### src/rtl/core/whl_pkg.sv
// Shared types, codes and helpers of the WebM header locator.
package whl_pkg;

  localparam int unsigned CFG_IDX_W  = 2;
  localparam int unsigned CFG_DATA_W = 32;

  localparam logic [CFG_IDX_W-1:0] CFG_HEADER_ID  = 2'd0;
  localparam logic [CFG_IDX_W-1:0] CFG_SEGMENT_ID = 2'd1;
  localparam logic [CFG_IDX_W-1:0] CFG_TRACKS_ID  = 2'd2;

  localparam logic [31:0] HEADER_ID_RST  = 32'h1A45DFA3;
  localparam logic [31:0] SEGMENT_ID_RST = 32'h18538067;
  localparam logic [31:0] TRACKS_ID_RST  = 32'h1654AE6B;

  // "webm" as four bytes
  localparam logic [31:0] DOCTYPE_WORD = 32'h7765626D;

  localparam logic [2:0] ST_OK         = 3'd0;
  localparam logic [2:0] ST_NOT_EBML   = 3'd1;
  localparam logic [2:0] ST_NOT_WEBM   = 3'd2;
  localparam logic [2:0] ST_NO_SEGMENT = 3'd3;
  localparam logic [2:0] ST_BAD_LENGTH = 3'd4;
  localparam logic [2:0] ST_TRUNCATED  = 3'd5;

  typedef enum logic [2:0] {
    PH_HDR_ID    = 3'd0,
    PH_HDR_SIZE  = 3'd1,
    PH_HDR_BODY  = 3'd2,
    PH_SEG_ID    = 3'd3,
    PH_SEG_SIZE  = 3'd4,
    PH_CHILD_ID  = 3'd5,
    PH_CHILD_SZ  = 3'd6,
    PH_CHILD_SKP = 3'd7
  } whl_phase_t;

  typedef struct packed {
    logic [7:0] data_byte;
    logic       final_byte;
  } whl_in_t;

  typedef struct packed {
    logic [2:0]  status;
    logic [63:0] segment_offset;
    logic [63:0] header_length;
  } whl_out_t;

  // Queue entry: the request plus the position of its leading one bit
  typedef struct packed {
    whl_in_t    req;
    logic [3:0] lead;
  } whl_entry_t;

  typedef struct packed {
    logic [31:0] header_id;
    logic [31:0] segment_id;
    logic [31:0] tracks_id;
  } whl_cfg_t;

  // Result before the length subtraction
  typedef struct packed {
    logic [2:0]  status;
    logic [63:0] segment_offset;
    logic [63:0] tracks_end;
    logic        have_tracks;
  } whl_raw_t;

  // 1 for bit 7 set, 8 for only bit 0 set, 0 for a zero byte
  function automatic logic [3:0] lead_one(input logic [7:0] b);
    logic [3:0] n;
    n = 4'd0;
    for (int i = 0; i < 8; i++) begin
      if (n == 4'd0 && b[7-i]) begin
        n = 4'(i + 1);
      end
    end
    return n;
  endfunction

endpackage

### src/rtl/core/webm_header_locator_unit.sv
// Top level of the WebM header locator: configuration registers and the three stages.
//
// Feed the file one byte per request on in_valid/in_stall/in_data, from offset
// zero; mark the last byte with final_byte. Exactly one result follows each
// final byte on out_valid/out_stall/out_data: status, Segment offset and the
// length up to the end of the last Tracks child.
// Throughput is one byte per cycle: a small request queue feeds the parser,
// which consumes one byte each cycle from its head; only a final byte waits
// for the result slot to free.
// A final byte goes from the queue through the parser into the raw result slot;
// the output register is then loaded from that slot with the length subtraction.
// While out_stall is high the output holds, a second result waits in the raw
// slot, and the queue keeps taking bytes until QUEUE_DEPTH are waiting; then
// in_stall rises.
// Reset (rst_n low, synchronous) empties the queue and result stages, restores
// the three element IDs to their defaults and clears the parser; the parser
// also clears itself after every final byte. Write cfg_* only while idle.
module webm_header_locator_unit #(
  parameter int unsigned QUEUE_DEPTH = 4
) (
  input  logic                                  clk,
  input  logic                                  rst_n,
  input  logic                                  cfg_we,
  input  logic [whl_pkg::CFG_IDX_W-1:0]         cfg_index,
  input  logic [whl_pkg::CFG_DATA_W-1:0]        cfg_wdata,
  input  logic                                  in_valid,
  output logic                                  in_stall,
  input  whl_pkg::whl_in_t                      in_data,
  output logic                                  out_valid,
  input  logic                                  out_stall,
  output whl_pkg::whl_out_t                     out_data
);

  whl_pkg::whl_cfg_t   cfg_r, cfg_nxt;
  logic                q_valid;
  whl_pkg::whl_entry_t q_entry;
  logic                q_pop;
  logic                res_valid;
  logic                res_ready;
  whl_pkg::whl_raw_t   res;

  always_comb begin
    cfg_nxt = cfg_r;
    if (cfg_we) begin
      case (cfg_index)
        whl_pkg::CFG_HEADER_ID:  cfg_nxt.header_id  = cfg_wdata;
        whl_pkg::CFG_SEGMENT_ID: cfg_nxt.segment_id = cfg_wdata;
        whl_pkg::CFG_TRACKS_ID:  cfg_nxt.tracks_id  = cfg_wdata;
        default: ;  // drop writes past the register list
      endcase
    end
  end

  always_ff @(posedge clk) begin
    if (!rst_n) begin
      cfg_r.header_id  <= whl_pkg::HEADER_ID_RST;
      cfg_r.segment_id <= whl_pkg::SEGMENT_ID_RST;
      cfg_r.tracks_id  <= whl_pkg::TRACKS_ID_RST;
    end else begin
      cfg_r <= cfg_nxt;
    end
  end

  whl_front #(
    .DEPTH(QUEUE_DEPTH)
  ) u_front (
    .clk      (clk),
    .rst_n    (rst_n),
    .in_valid (in_valid),
    .in_stall (in_stall),
    .in_data  (in_data),
    .q_valid  (q_valid),
    .q_entry  (q_entry),
    .q_pop    (q_pop)
  );

  whl_parser u_parser (
    .clk       (clk),
    .rst_n     (rst_n),
    .cfg       (cfg_r),
    .q_valid   (q_valid),
    .q_entry   (q_entry),
    .q_pop     (q_pop),
    .res_ready (res_ready),
    .res_valid (res_valid),
    .res       (res)
  );

  whl_result u_result (
    .clk       (clk),
    .rst_n     (rst_n),
    .res_valid (res_valid),
    .res_ready (res_ready),
    .res       (res),
    .out_valid (out_valid),
    .out_stall (out_stall),
    .out_data  (out_data)
  );

endmodule

### src/rtl/core/whl_front.sv
// Input side: takes byte requests, tags each with its length code, queues them.
module whl_front #(
  parameter int unsigned DEPTH = 4
) (
  input  logic               clk,
  input  logic               rst_n,
  input  logic               in_valid,
  output logic               in_stall,
  input  whl_pkg::whl_in_t   in_data,
  output logic               q_valid,
  output whl_pkg::whl_entry_t q_entry,
  input  logic               q_pop
);

  localparam int unsigned PTR_W = (DEPTH > 1) ? $clog2(DEPTH) : 1;
  localparam int unsigned CNT_W = $clog2(DEPTH + 1);

  whl_pkg::whl_entry_t mem_r [DEPTH];
  logic [PTR_W-1:0] wr_ptr_r, wr_ptr_nxt;
  logic [PTR_W-1:0] rd_ptr_r, rd_ptr_nxt;
  logic [CNT_W-1:0] count_r, count_nxt;
  logic             push;
  logic             pop;

  assign in_stall = (count_r == CNT_W'(DEPTH));
  assign push     = in_valid && !in_stall;
  assign q_valid  = (count_r != '0);
  assign pop      = q_pop && q_valid;
  assign q_entry  = mem_r[rd_ptr_r];

  always_comb begin
    wr_ptr_nxt = wr_ptr_r;
    rd_ptr_nxt = rd_ptr_r;
    count_nxt  = count_r;
    if (push) begin
      wr_ptr_nxt = (wr_ptr_r == PTR_W'(DEPTH - 1)) ? '0 : wr_ptr_r + PTR_W'(1);
    end
    if (pop) begin
      rd_ptr_nxt = (rd_ptr_r == PTR_W'(DEPTH - 1)) ? '0 : rd_ptr_r + PTR_W'(1);
    end
    if (push && !pop) begin
      count_nxt = count_r + CNT_W'(1);
    end else if (pop && !push) begin
      count_nxt = count_r - CNT_W'(1);
    end
  end

  always_ff @(posedge clk) begin
    if (!rst_n) begin
      wr_ptr_r <= '0;
      rd_ptr_r <= '0;
      count_r  <= '0;
    end else begin
      wr_ptr_r <= wr_ptr_nxt;
      rd_ptr_r <= rd_ptr_nxt;
      count_r  <= count_nxt;
    end
  end

  always_ff @(posedge clk) begin
    if (push) begin
      mem_r[wr_ptr_r].req  <= in_data;
      mem_r[wr_ptr_r].lead <= whl_pkg::lead_one(in_data.data_byte);
    end
  end

endmodule

### src/rtl/core/whl_parser.sv
// Element header parser: walks the EBML header, the Segment and its children.
module whl_parser (
  input  logic                clk,
  input  logic                rst_n,
  input  whl_pkg::whl_cfg_t   cfg,
  input  logic                q_valid,
  input  whl_pkg::whl_entry_t q_entry,
  output logic                q_pop,
  input  logic                res_ready,
  output logic                res_valid,
  output whl_pkg::whl_raw_t   res
);

  whl_pkg::whl_phase_t phase_r, phase_nxt;
  logic [3:0]  hbc_r, hbc_nxt;
  logic [2:0]  idlen_r, idlen_nxt;
  logic [3:0]  szlen_r, szlen_nxt;
  logic [31:0] idacc_r, idacc_nxt;
  logic [55:0] szacc_r, szacc_nxt;
  logic [55:0] skip_r, skip_nxt;
  logic [63:0] pos1_r, pos1_nxt;
  logic [23:0] recent_r, recent_nxt;
  logic        seen_r, seen_nxt;
  logic [2:0]  err_r, err_nxt;
  logic [63:0] off_r, off_nxt;
  logic [63:0] end_r, end_nxt;
  logic        have_r, have_nxt;

  logic [7:0]  b;
  logic [3:0]  lead;
  logic        fin;
  logic        take;
  logic        clear;
  logic        active;
  logic        first;
  logic        id_ph;
  logic        sz_ph;
  logic [2:0]  idlen_cur;
  logic [3:0]  szlen_cur;
  logic [3:0]  hbc_inc;
  logic        id_done;
  logic        sz_done;
  logic        id_bad;
  logic        sz_bad;
  logic [31:0] idacc_new;
  logic [7:0]  first_sz;
  logic [55:0] szacc_new;
  logic [31:0] win;
  logic        seen_new;
  logic        skip_last;
  logic [64:0] end_sum;
  logic [63:0] end_sat;
  logic [63:0] off_new;

  assign b     = q_entry.req.data_byte;
  assign lead  = q_entry.lead;
  assign fin   = q_entry.req.final_byte;
  // hold a final byte until the result slot is free
  assign take  = q_valid && (!fin || res_ready);
  assign clear = take && fin;
  assign q_pop = take;
  assign active = take && (err_r == whl_pkg::ST_OK);

  always_comb begin
    id_ph = 1'b0;
    sz_ph = 1'b0;
    case (phase_r) inside
      whl_pkg::PH_HDR_ID, whl_pkg::PH_SEG_ID, whl_pkg::PH_CHILD_ID:    id_ph = 1'b1;
      whl_pkg::PH_HDR_SIZE, whl_pkg::PH_SEG_SIZE, whl_pkg::PH_CHILD_SZ: sz_ph = 1'b1;
      default: ;
    endcase
  end

  assign first     = (hbc_r == 4'd0);
  assign idlen_cur = first ? ((lead <= 4'd4) ? lead[2:0] : 3'd0) : idlen_r;
  assign szlen_cur = first ? lead : szlen_r;
  assign hbc_inc   = hbc_r + 4'd1;
  assign id_done   = (hbc_inc >= {1'b0, idlen_cur});
  assign sz_done   = (hbc_inc >= szlen_cur);
  assign id_bad    = first && (idlen_cur == 3'd0);
  assign sz_bad    = first && (lead == 4'd0);
  assign idacc_new = first ? {24'd0, b} : {idacc_r[23:0], b};
  assign first_sz  = b & (8'hFF >> lead);
  assign szacc_new = first ? {48'd0, first_sz} : {szacc_r[47:0], b};
  assign win       = {recent_r, b};
  assign seen_new  = seen_r || (win == whl_pkg::DOCTYPE_WORD);
  assign skip_last = (skip_r == 56'd1);
  assign end_sum   = {1'b0, pos1_r} + {9'd0, szacc_new};
  assign end_sat   = end_sum[64] ? '1 : end_sum[63:0];
  assign off_new   = pos1_r - ({61'd0, idlen_r} + {60'd0, szlen_cur});

  // next phase
  always_comb begin
    phase_nxt = phase_r;
    if (active) begin
      if (id_ph) begin
        if (!id_bad && id_done) begin
          phase_nxt = whl_pkg::whl_phase_t'(phase_r + 3'd1);
        end
      end else if (sz_ph) begin
        if (!sz_bad && sz_done) begin
          case (phase_r)
            whl_pkg::PH_HDR_SIZE: begin
              if (idacc_r == cfg.header_id && szacc_new != '0) begin
                phase_nxt = whl_pkg::PH_HDR_BODY;
              end
            end
            whl_pkg::PH_SEG_SIZE: begin
              if (idacc_r == cfg.segment_id) begin
                phase_nxt = whl_pkg::PH_CHILD_ID;
              end
            end
            default: begin
              phase_nxt = (szacc_new == '0) ? whl_pkg::PH_CHILD_ID : whl_pkg::PH_CHILD_SKP;
            end
          endcase
        end
      end else if (phase_r == whl_pkg::PH_HDR_BODY) begin
        if (skip_last && seen_new) begin
          phase_nxt = whl_pkg::PH_SEG_ID;
        end
      end else begin
        if (skip_last) begin
          phase_nxt = whl_pkg::PH_CHILD_ID;
        end
      end
    end
  end

  // datapath
  always_comb begin
    hbc_nxt    = hbc_r;
    idlen_nxt  = idlen_r;
    szlen_nxt  = szlen_r;
    idacc_nxt  = idacc_r;
    szacc_nxt  = szacc_r;
    skip_nxt   = skip_r;
    recent_nxt = recent_r;
    seen_nxt   = seen_r;
    err_nxt    = err_r;
    off_nxt    = off_r;
    end_nxt    = end_r;
    have_nxt   = have_r;
    pos1_nxt   = pos1_r;
    if (take) begin
      // saturate at the top
      pos1_nxt = (&pos1_r) ? pos1_r : pos1_r + 64'd1;
    end
    if (active) begin
      if (id_ph) begin
        if (id_bad) begin
          err_nxt = whl_pkg::ST_BAD_LENGTH;
        end else begin
          idlen_nxt = idlen_cur;
          idacc_nxt = idacc_new;
          hbc_nxt   = id_done ? 4'd0 : hbc_inc;
        end
      end else if (sz_ph) begin
        if (sz_bad) begin
          err_nxt = whl_pkg::ST_BAD_LENGTH;
        end else begin
          szlen_nxt = szlen_cur;
          szacc_nxt = szacc_new;
          hbc_nxt   = sz_done ? 4'd0 : hbc_inc;
          if (sz_done) begin
            case (phase_r)
              whl_pkg::PH_HDR_SIZE: begin
                if (idacc_r != cfg.header_id) begin
                  err_nxt = whl_pkg::ST_NOT_EBML;
                end else if (szacc_new == '0) begin
                  err_nxt = whl_pkg::ST_NOT_WEBM;
                end else begin
                  skip_nxt   = szacc_new;
                  recent_nxt = '0;
                  seen_nxt   = 1'b0;
                end
              end
              whl_pkg::PH_SEG_SIZE: begin
                if (idacc_r != cfg.segment_id) begin
                  err_nxt = whl_pkg::ST_NO_SEGMENT;
                end else begin
                  off_nxt = off_new;
                end
              end
              default: begin
                if (idacc_r == cfg.tracks_id) begin
                  end_nxt  = end_sat;
                  have_nxt = 1'b1;
                end
                skip_nxt = szacc_new;
              end
            endcase
          end
        end
      end else if (phase_r == whl_pkg::PH_HDR_BODY) begin
        recent_nxt = win[23:0];
        seen_nxt   = seen_new;
        skip_nxt   = skip_r - 56'd1;
        if (skip_last && !seen_new) begin
          err_nxt = whl_pkg::ST_NOT_WEBM;
        end
      end else begin
        skip_nxt = skip_r - 56'd1;
      end
    end
  end

  always_comb begin
    res_valid          = clear;
    res.segment_offset = off_nxt;
    res.tracks_end     = end_nxt;
    res.have_tracks    = have_nxt;
    if (err_nxt != whl_pkg::ST_OK) begin
      res.status = err_nxt;
    end else if (phase_nxt < whl_pkg::PH_CHILD_ID) begin
      res.status = whl_pkg::ST_TRUNCATED;
    end else begin
      res.status = whl_pkg::ST_OK;
    end
  end

  // a final byte returns every field to its reset value
  always_ff @(posedge clk) begin
    if (!rst_n || clear) begin
      phase_r  <= whl_pkg::PH_HDR_ID;
      hbc_r    <= '0;
      idlen_r  <= '0;
      szlen_r  <= '0;
      idacc_r  <= '0;
      szacc_r  <= '0;
      skip_r   <= '0;
      pos1_r   <= 64'd1;
      recent_r <= '0;
      seen_r   <= 1'b0;
      err_r    <= whl_pkg::ST_OK;
      off_r    <= '0;
      end_r    <= '0;
      have_r   <= 1'b0;
    end else begin
      phase_r  <= phase_nxt;
      hbc_r    <= hbc_nxt;
      idlen_r  <= idlen_nxt;
      szlen_r  <= szlen_nxt;
      idacc_r  <= idacc_nxt;
      szacc_r  <= szacc_nxt;
      skip_r   <= skip_nxt;
      pos1_r   <= pos1_nxt;
      recent_r <= recent_nxt;
      seen_r   <= seen_nxt;
      err_r    <= err_nxt;
      off_r    <= off_nxt;
      end_r    <= end_nxt;
      have_r   <= have_nxt;
    end
  end

  a_pos_nonzero: assert property (@(posedge clk) disable iff (!rst_n)
    pos1_r != 64'd0)
    else $error("byte position counter wrapped");

  a_err_latched: assert property (@(posedge clk) disable iff (!rst_n)
    (err_r != whl_pkg::ST_OK) && !clear |=> err_r == $past(err_r))
    else $error("latched error changed before the final byte");

  a_clear_after_final: assert property (@(posedge clk) disable iff (!rst_n)
    clear |=> (phase_r == whl_pkg::PH_HDR_ID) && (err_r == whl_pkg::ST_OK) &&
              (pos1_r == 64'd1) && !have_r)
    else $error("state not cleared after final byte");

  a_tracks_in_segment: assert property (@(posedge clk) disable iff (!rst_n)
    have_r |-> phase_r >= whl_pkg::PH_CHILD_ID)
    else $error("tracks end recorded outside the segment");

endmodule

### src/rtl/core/whl_result.sv
// Result side: one slot for the raw result, then the output register.
module whl_result (
  input  logic              clk,
  input  logic              rst_n,
  input  logic              res_valid,
  output logic              res_ready,
  input  whl_pkg::whl_raw_t res,
  output logic              out_valid,
  input  logic              out_stall,
  output whl_pkg::whl_out_t out_data
);

  logic              raw_valid_r, raw_valid_nxt;
  whl_pkg::whl_raw_t raw_r;
  logic              out_valid_r, out_valid_nxt;
  whl_pkg::whl_out_t out_r, out_nxt;
  logic              raw_move;

  assign raw_move  = raw_valid_r && (!out_valid_r || !out_stall);
  assign res_ready = !raw_valid_r || raw_move;
  assign out_valid = out_valid_r;
  assign out_data  = out_r;

  always_comb begin
    raw_valid_nxt = raw_valid_r;
    if (res_valid && res_ready) begin
      raw_valid_nxt = 1'b1;
    end else if (raw_move) begin
      raw_valid_nxt = 1'b0;
    end
    out_valid_nxt = raw_move || (out_valid_r && out_stall);
    out_nxt.status         = raw_r.status;
    out_nxt.segment_offset = raw_r.segment_offset;
    out_nxt.header_length  = raw_r.have_tracks ?
                             raw_r.tracks_end - raw_r.segment_offset : 64'd0;
  end

  always_ff @(posedge clk) begin
    if (!rst_n) begin
      raw_valid_r <= 1'b0;
      out_valid_r <= 1'b0;
    end else begin
      raw_valid_r <= raw_valid_nxt;
      out_valid_r <= out_valid_nxt;
    end
  end

  always_ff @(posedge clk) begin
    if (res_valid && res_ready) begin
      raw_r <= res;
    end
    if (raw_move) begin
      out_r <= out_nxt;
    end
  end

endmodule

### config.mk
export PLATFORM = sky130hd
export DESIGN_NAME = webm_header_locator_unit
export DESIGN_NICKNAME = d
export VERILOG_FILES = /design/src/rtl/core/whl_pkg.sv /design/src/rtl/core/webm_header_locator_unit.sv /design/src/rtl/core/whl_front.sv /design/src/rtl/core/whl_parser.sv /design/src/rtl/core/whl_result.sv
export SDC_FILE = /design/constraint.sdc
export NUM_CORES = 2
export LEC_CHECK = 0
export BUFFER_PORTS_ARGS = -buffer_cell sky130_fd_sc_hd__buf_2
export CORE_MARGIN = 2
export CORE_UTILIZATION = 57
export CTS_CLUSTER_DIAMETER = 200
export DETAILED_ROUTE_END_ITERATION = 12
export PLACE_DENSITY = 0.75
export SKIP_LAST_GASP = 1
export SYNTH_ARGS = -nofsm -noshare
export SYNTH_HDL_FRONTEND = slang
export SYNTH_SLANG_ARGS = --single-unit
### constraint.sdc
create_clock -name clk -period 24.5 [get_ports clk]
set_input_delay 1.225 -clock clk [delete_from_list [all_inputs] [get_ports clk]]
set_output_delay 1.225 -clock clk [all_outputs]
set_load 0.05 [all_outputs]
==> results by group <==
Status
  • Outcome: finished clean

STA
  • Tmin final: 6.080 ns
  • Number of setup violations in the final report: 0
  • Final-report hold violation count: 0
  • RSZ-0062 raised after global routing: no
  • Final period utilization: 0.2482
  • Highest clock rate: 164.5 MHz
  • Worst slew margin: 0.2132
  • Max Clock Skew: 0.02569 ns
  • Setup slack after layout: 18.42 ns
  • TNS Setup: 0 ns
  • Max Slew Vio Count: 0
  • Worst Max-Slew Pin Slew: roughly 1.2 ns

Setup path
  • Startpoint Class: flip-flop
  • WP data required: ~25 ns
  • CP endpoint kind: flip-flop
  • Critical Path Fanout Max: 13
  • Arrival @ worst endpoint: 6.41 ns
  • CP Class: reg -> reg

Global routing
  • First-pass GRT wire length: approximately 170,000 um
  • GRT overflow: 0
  • Largest net degree at the start of global routing: ~110
  • GRT Util Overall: 0.2829
  • Vias in the first global route: roughly 30,000
  • Initial antenna violation count: 0

Power and ir drop
  • Power per Cell Area: roughly 120 mW/mm2
  • Lkg Pwr: 17.64 nW
  • Worst IR drop on VDD: 0.1095 mV

Synth
  • FF+latch count, synth: 793
  • Seq/Total Area, Yosys: 0.4633
  • Unique masters post-synth: 94
  • Primary FF master, synth: dfxtp_1
  • Syn Nets: between 4,000 and 5,000
  • Synth Area in Compound Gates: 0.1641
  • Synthesis Warnings: 0
  • Xor/xnor cell area share of the yosys netlist: 0.06909
  • Post-Synth Simple-Gate Area: 0.2010
  • Post-synth EDFFs: roughly 320
  • Asr flop ratio synth: 0
  • Post-Synthesis Cells: roughly 4,500
  • Fraction of synthesized area in multiplexers: 0.01328
  • Syn avg cell area: 9.143 um2
  • Mapped Area: approximately 0.041 mm2
  • Adder-Cell Fraction of Synth Area: 0.04783
  • Largest family of logic cells by synthesized area: simple AND/OR/NAND/NOR gates

Place
  • PortBufs: between 150 and 200
  • Worst slack, placed: around 18 ns
  • Post-DP HPWL: around 76,000 um
  • RD Place Congestion: a little under 1

Routing
  • DR DRC count: 0
  • Via density: between 5 and 6
  • Drt pass-1 iters: 6
  • WL/cell: 19.33 um
  • Routed wire length: 106,800 um
  • Total number of vias: around 33,000
  • Antenna Nets Post-Route: 0
  • DRT iter0 DRCs: roughly 3,600

Floorplanning
  • Die width: roughly 270 um
  • Initial core utilization: 0.5755
  • Core region area: between 0.07 and 0.08 mm2
  • # IOs: roughly 180
  • Die Ht: ~270 um
  • Rows: 98
  • Die area: roughly 0.074 mm2

Clocking
  • Postcts setup bufs: 0
  • CTS tree: done
  • Post-cts resize count: 0
  • Num CTS Buffers: approximately 80
  • CTS HTree Levels: 3
  • Total clock sinks: between 700 and 800
  • Clock latency on the worst-skew pair: roughly 0.63 ns
  • Hold buffers post-CTS: 0
  • CTS max path bufs: 3
  • Root buf cell: clkbuf_16
  • Worst-path clk slew: around 0.060 ns

Finish
  • Finished Core Util: 0.6302
  • Filler Cell Count: approximately 6,100
  • Final #Nets: between 4,000 and 5,000
  • Share of layout cells above drive strength 1: 0.09534
  • Layout area overhead: 9.496%
  • Antenna Cells: 0

Job
  • Max-cap check violation count: 0

Hold path
  • Hold Path Class: reg -> reg
  • Hold path startpoint: u_result.out_nxt[83]
## layout by cell type (no fill, tap or decap), types with 12 or more instances in the layout
cell type and count:
and2_1 182, and4_1 16, a211oi_1 34, mux4_2 13, a21o_1 99, clkbuf_8 14
a21oi_2 29, nand2b_1 24, or3_1 27, nor4_1 64, o21bai_1 27, o21a_1 16
and3_1 27, a22oi_1 74, buf_4 32, nand3_1 134, clkbuf_16 83, o31ai_1 16
nor2b_1 31, ha_1 149, clkbuf_1 19, inv_1 151, xnor2_1 177, xor2_1 147
dfxtp_1 478, nor3_1 82, nand4_1 70, a31oi_1 46, o21ai_1 42, edfxtp_1 315
nor2_1 487, nand2_1 479, buf_2 180, clkinv_2 13, or4_1 12, mux2i_1 14
o21ai_0 123, a21oi_1 339, o22a_1 22, a21boi_0 56
## final timing paths
| kind | to | slack (ns) | depth (start not counted) |
|---|---|---|---|
| min | u_result.out_data[83] | 0.44 | 0 |
| max reg2reg | u_result.out_nxt[123] | 18.42 | 17 |
| min reg2reg | u_result.out_data[83] | 0.44 | 0 |
| max | u_result.out_nxt[123] | 18.42 | 17 |
## stage by stage
step,hold slack [ns],cell area (um2),instances,power (mW)
after floorplan,0.4003,41070,4492,3.703
after global placement,0.4339,42360,5374,4.233
after detailed placement,0.4107,42360,5374,4.270
after CTS,0.4484,44970,5523,5.496
after global routing,0.4640,44970,5523,5.856
final,0.4448,44970,5523,5.502
## logic make-up (layout without fill, tap and decap cells)
logic type | count (synthesis) | in the layout
AOI/OAI and AO/OA | 1041 | 1041
adders and majority gates | 154 | 154
muxes | 37 | 37
buffers and inverters | 434 | 515
DFF | 793 | 793
xor gates and xnor gates | 324 | 324
and+or+nand+nor | 1709 | 1709
## metal layers
layer / up-vias / track usage / wire (um)
met5: - / 0 / 0
met4: 0 / 0.1077 / 3702
met3: 203 / 0.03191 / 6447
met2: 1126 / 0.4462 / 48620
met1: 15710 / 0.4009 / 48010
li1: 15940 / - / -
## synth_stat cells, types with 14 or more instances
cell,instances,share of area
o21ai_0,123,0.015
o22a_1,22,0.0047
xnor2_1,177,0.038
edfxtp_1,315,0.23
or3_1,27,0.0041
a21oi_2,29,0.0062
a21boi_0,57,0.010
nor3_1,82,0.010
a21o_1,99,0.018
o21ai_1,43,0.0052
nand4_1,70,0.011
xor2_1,147,0.031
a21oi_1,339,0.041
mux2i_1,14,0.0034
nand3_1,135,0.016
dfxtp_1,478,0.23
ha_1,149,0.045
buf_2,22,0.0027
a22oi_1,74,0.014
a31oi_1,46,0.0070
and2_1,184,0.028
and3_1,28,0.0043
and4_1,17,0.0036
clkbuf_1,241,0.022
nor2b_1,31,0.0047
o21bai_1,28,0.0051
nand2b_1,24,0.0037
o21a_1,17,0.0031
nor4_1,64,0.0097
nor2_1,488,0.045
nand2_1,481,0.044
o31ai_1,16,0.0029
a211oi_1,34,0.0062
inv_1,153,0.014
## worst max-delay path: stages, from the launching register on
cell      delay, ns
dfxtp_1        0.88
mux4_2         0.69
inv_1          0.14
nor2_1         0.07
a21oi_1        0.26
inv_1          0.14
fa_1           0.55
inv_1          0.07
ha_1           0.26
nor2b_1        0.12
o21ai_0        0.24
a21boi_0       0.16
o21ai_0        0.68
nand4_2        0.42
nor4_2         0.62
nor2b_1        0.23
xnor2_1        0.13
a21oi_1        0.09
## power breakdown
part | switching [mW] | internal, mW
logic | 1.65 | 0.864
registers | 0.126 | 1.64
clock network | 0.516 | 0.707
## registers in the layout, indices dropped and copies added (netlist names), 56 cells and up, named ones only
signal             count
u_result.out_data    131
u_parser.skip_r       56
u_result.raw_r        65
u_parser.off_r        64
cfg_r                 96
u_parser.pos1_r       64
u_result.out_nxt      67
u_parser.end_r        64
## cell type report
type / count / area [um2] / area share
well taps: 950 / 1189 / 0.02643
inverters: 154 / 583.1 / 0.01296
flip-flops and latches: 793 / 19030 / 0.4231
clock inverters: 33 / 274.0 / 0.006093
clock buffers: 116 / 2341 / 0.05205
multi-input cells: 3265 / 20420 / 0.4540
repair buffers: 212 / 1141 / 0.02537
Power figures use the tool's default switching activity.
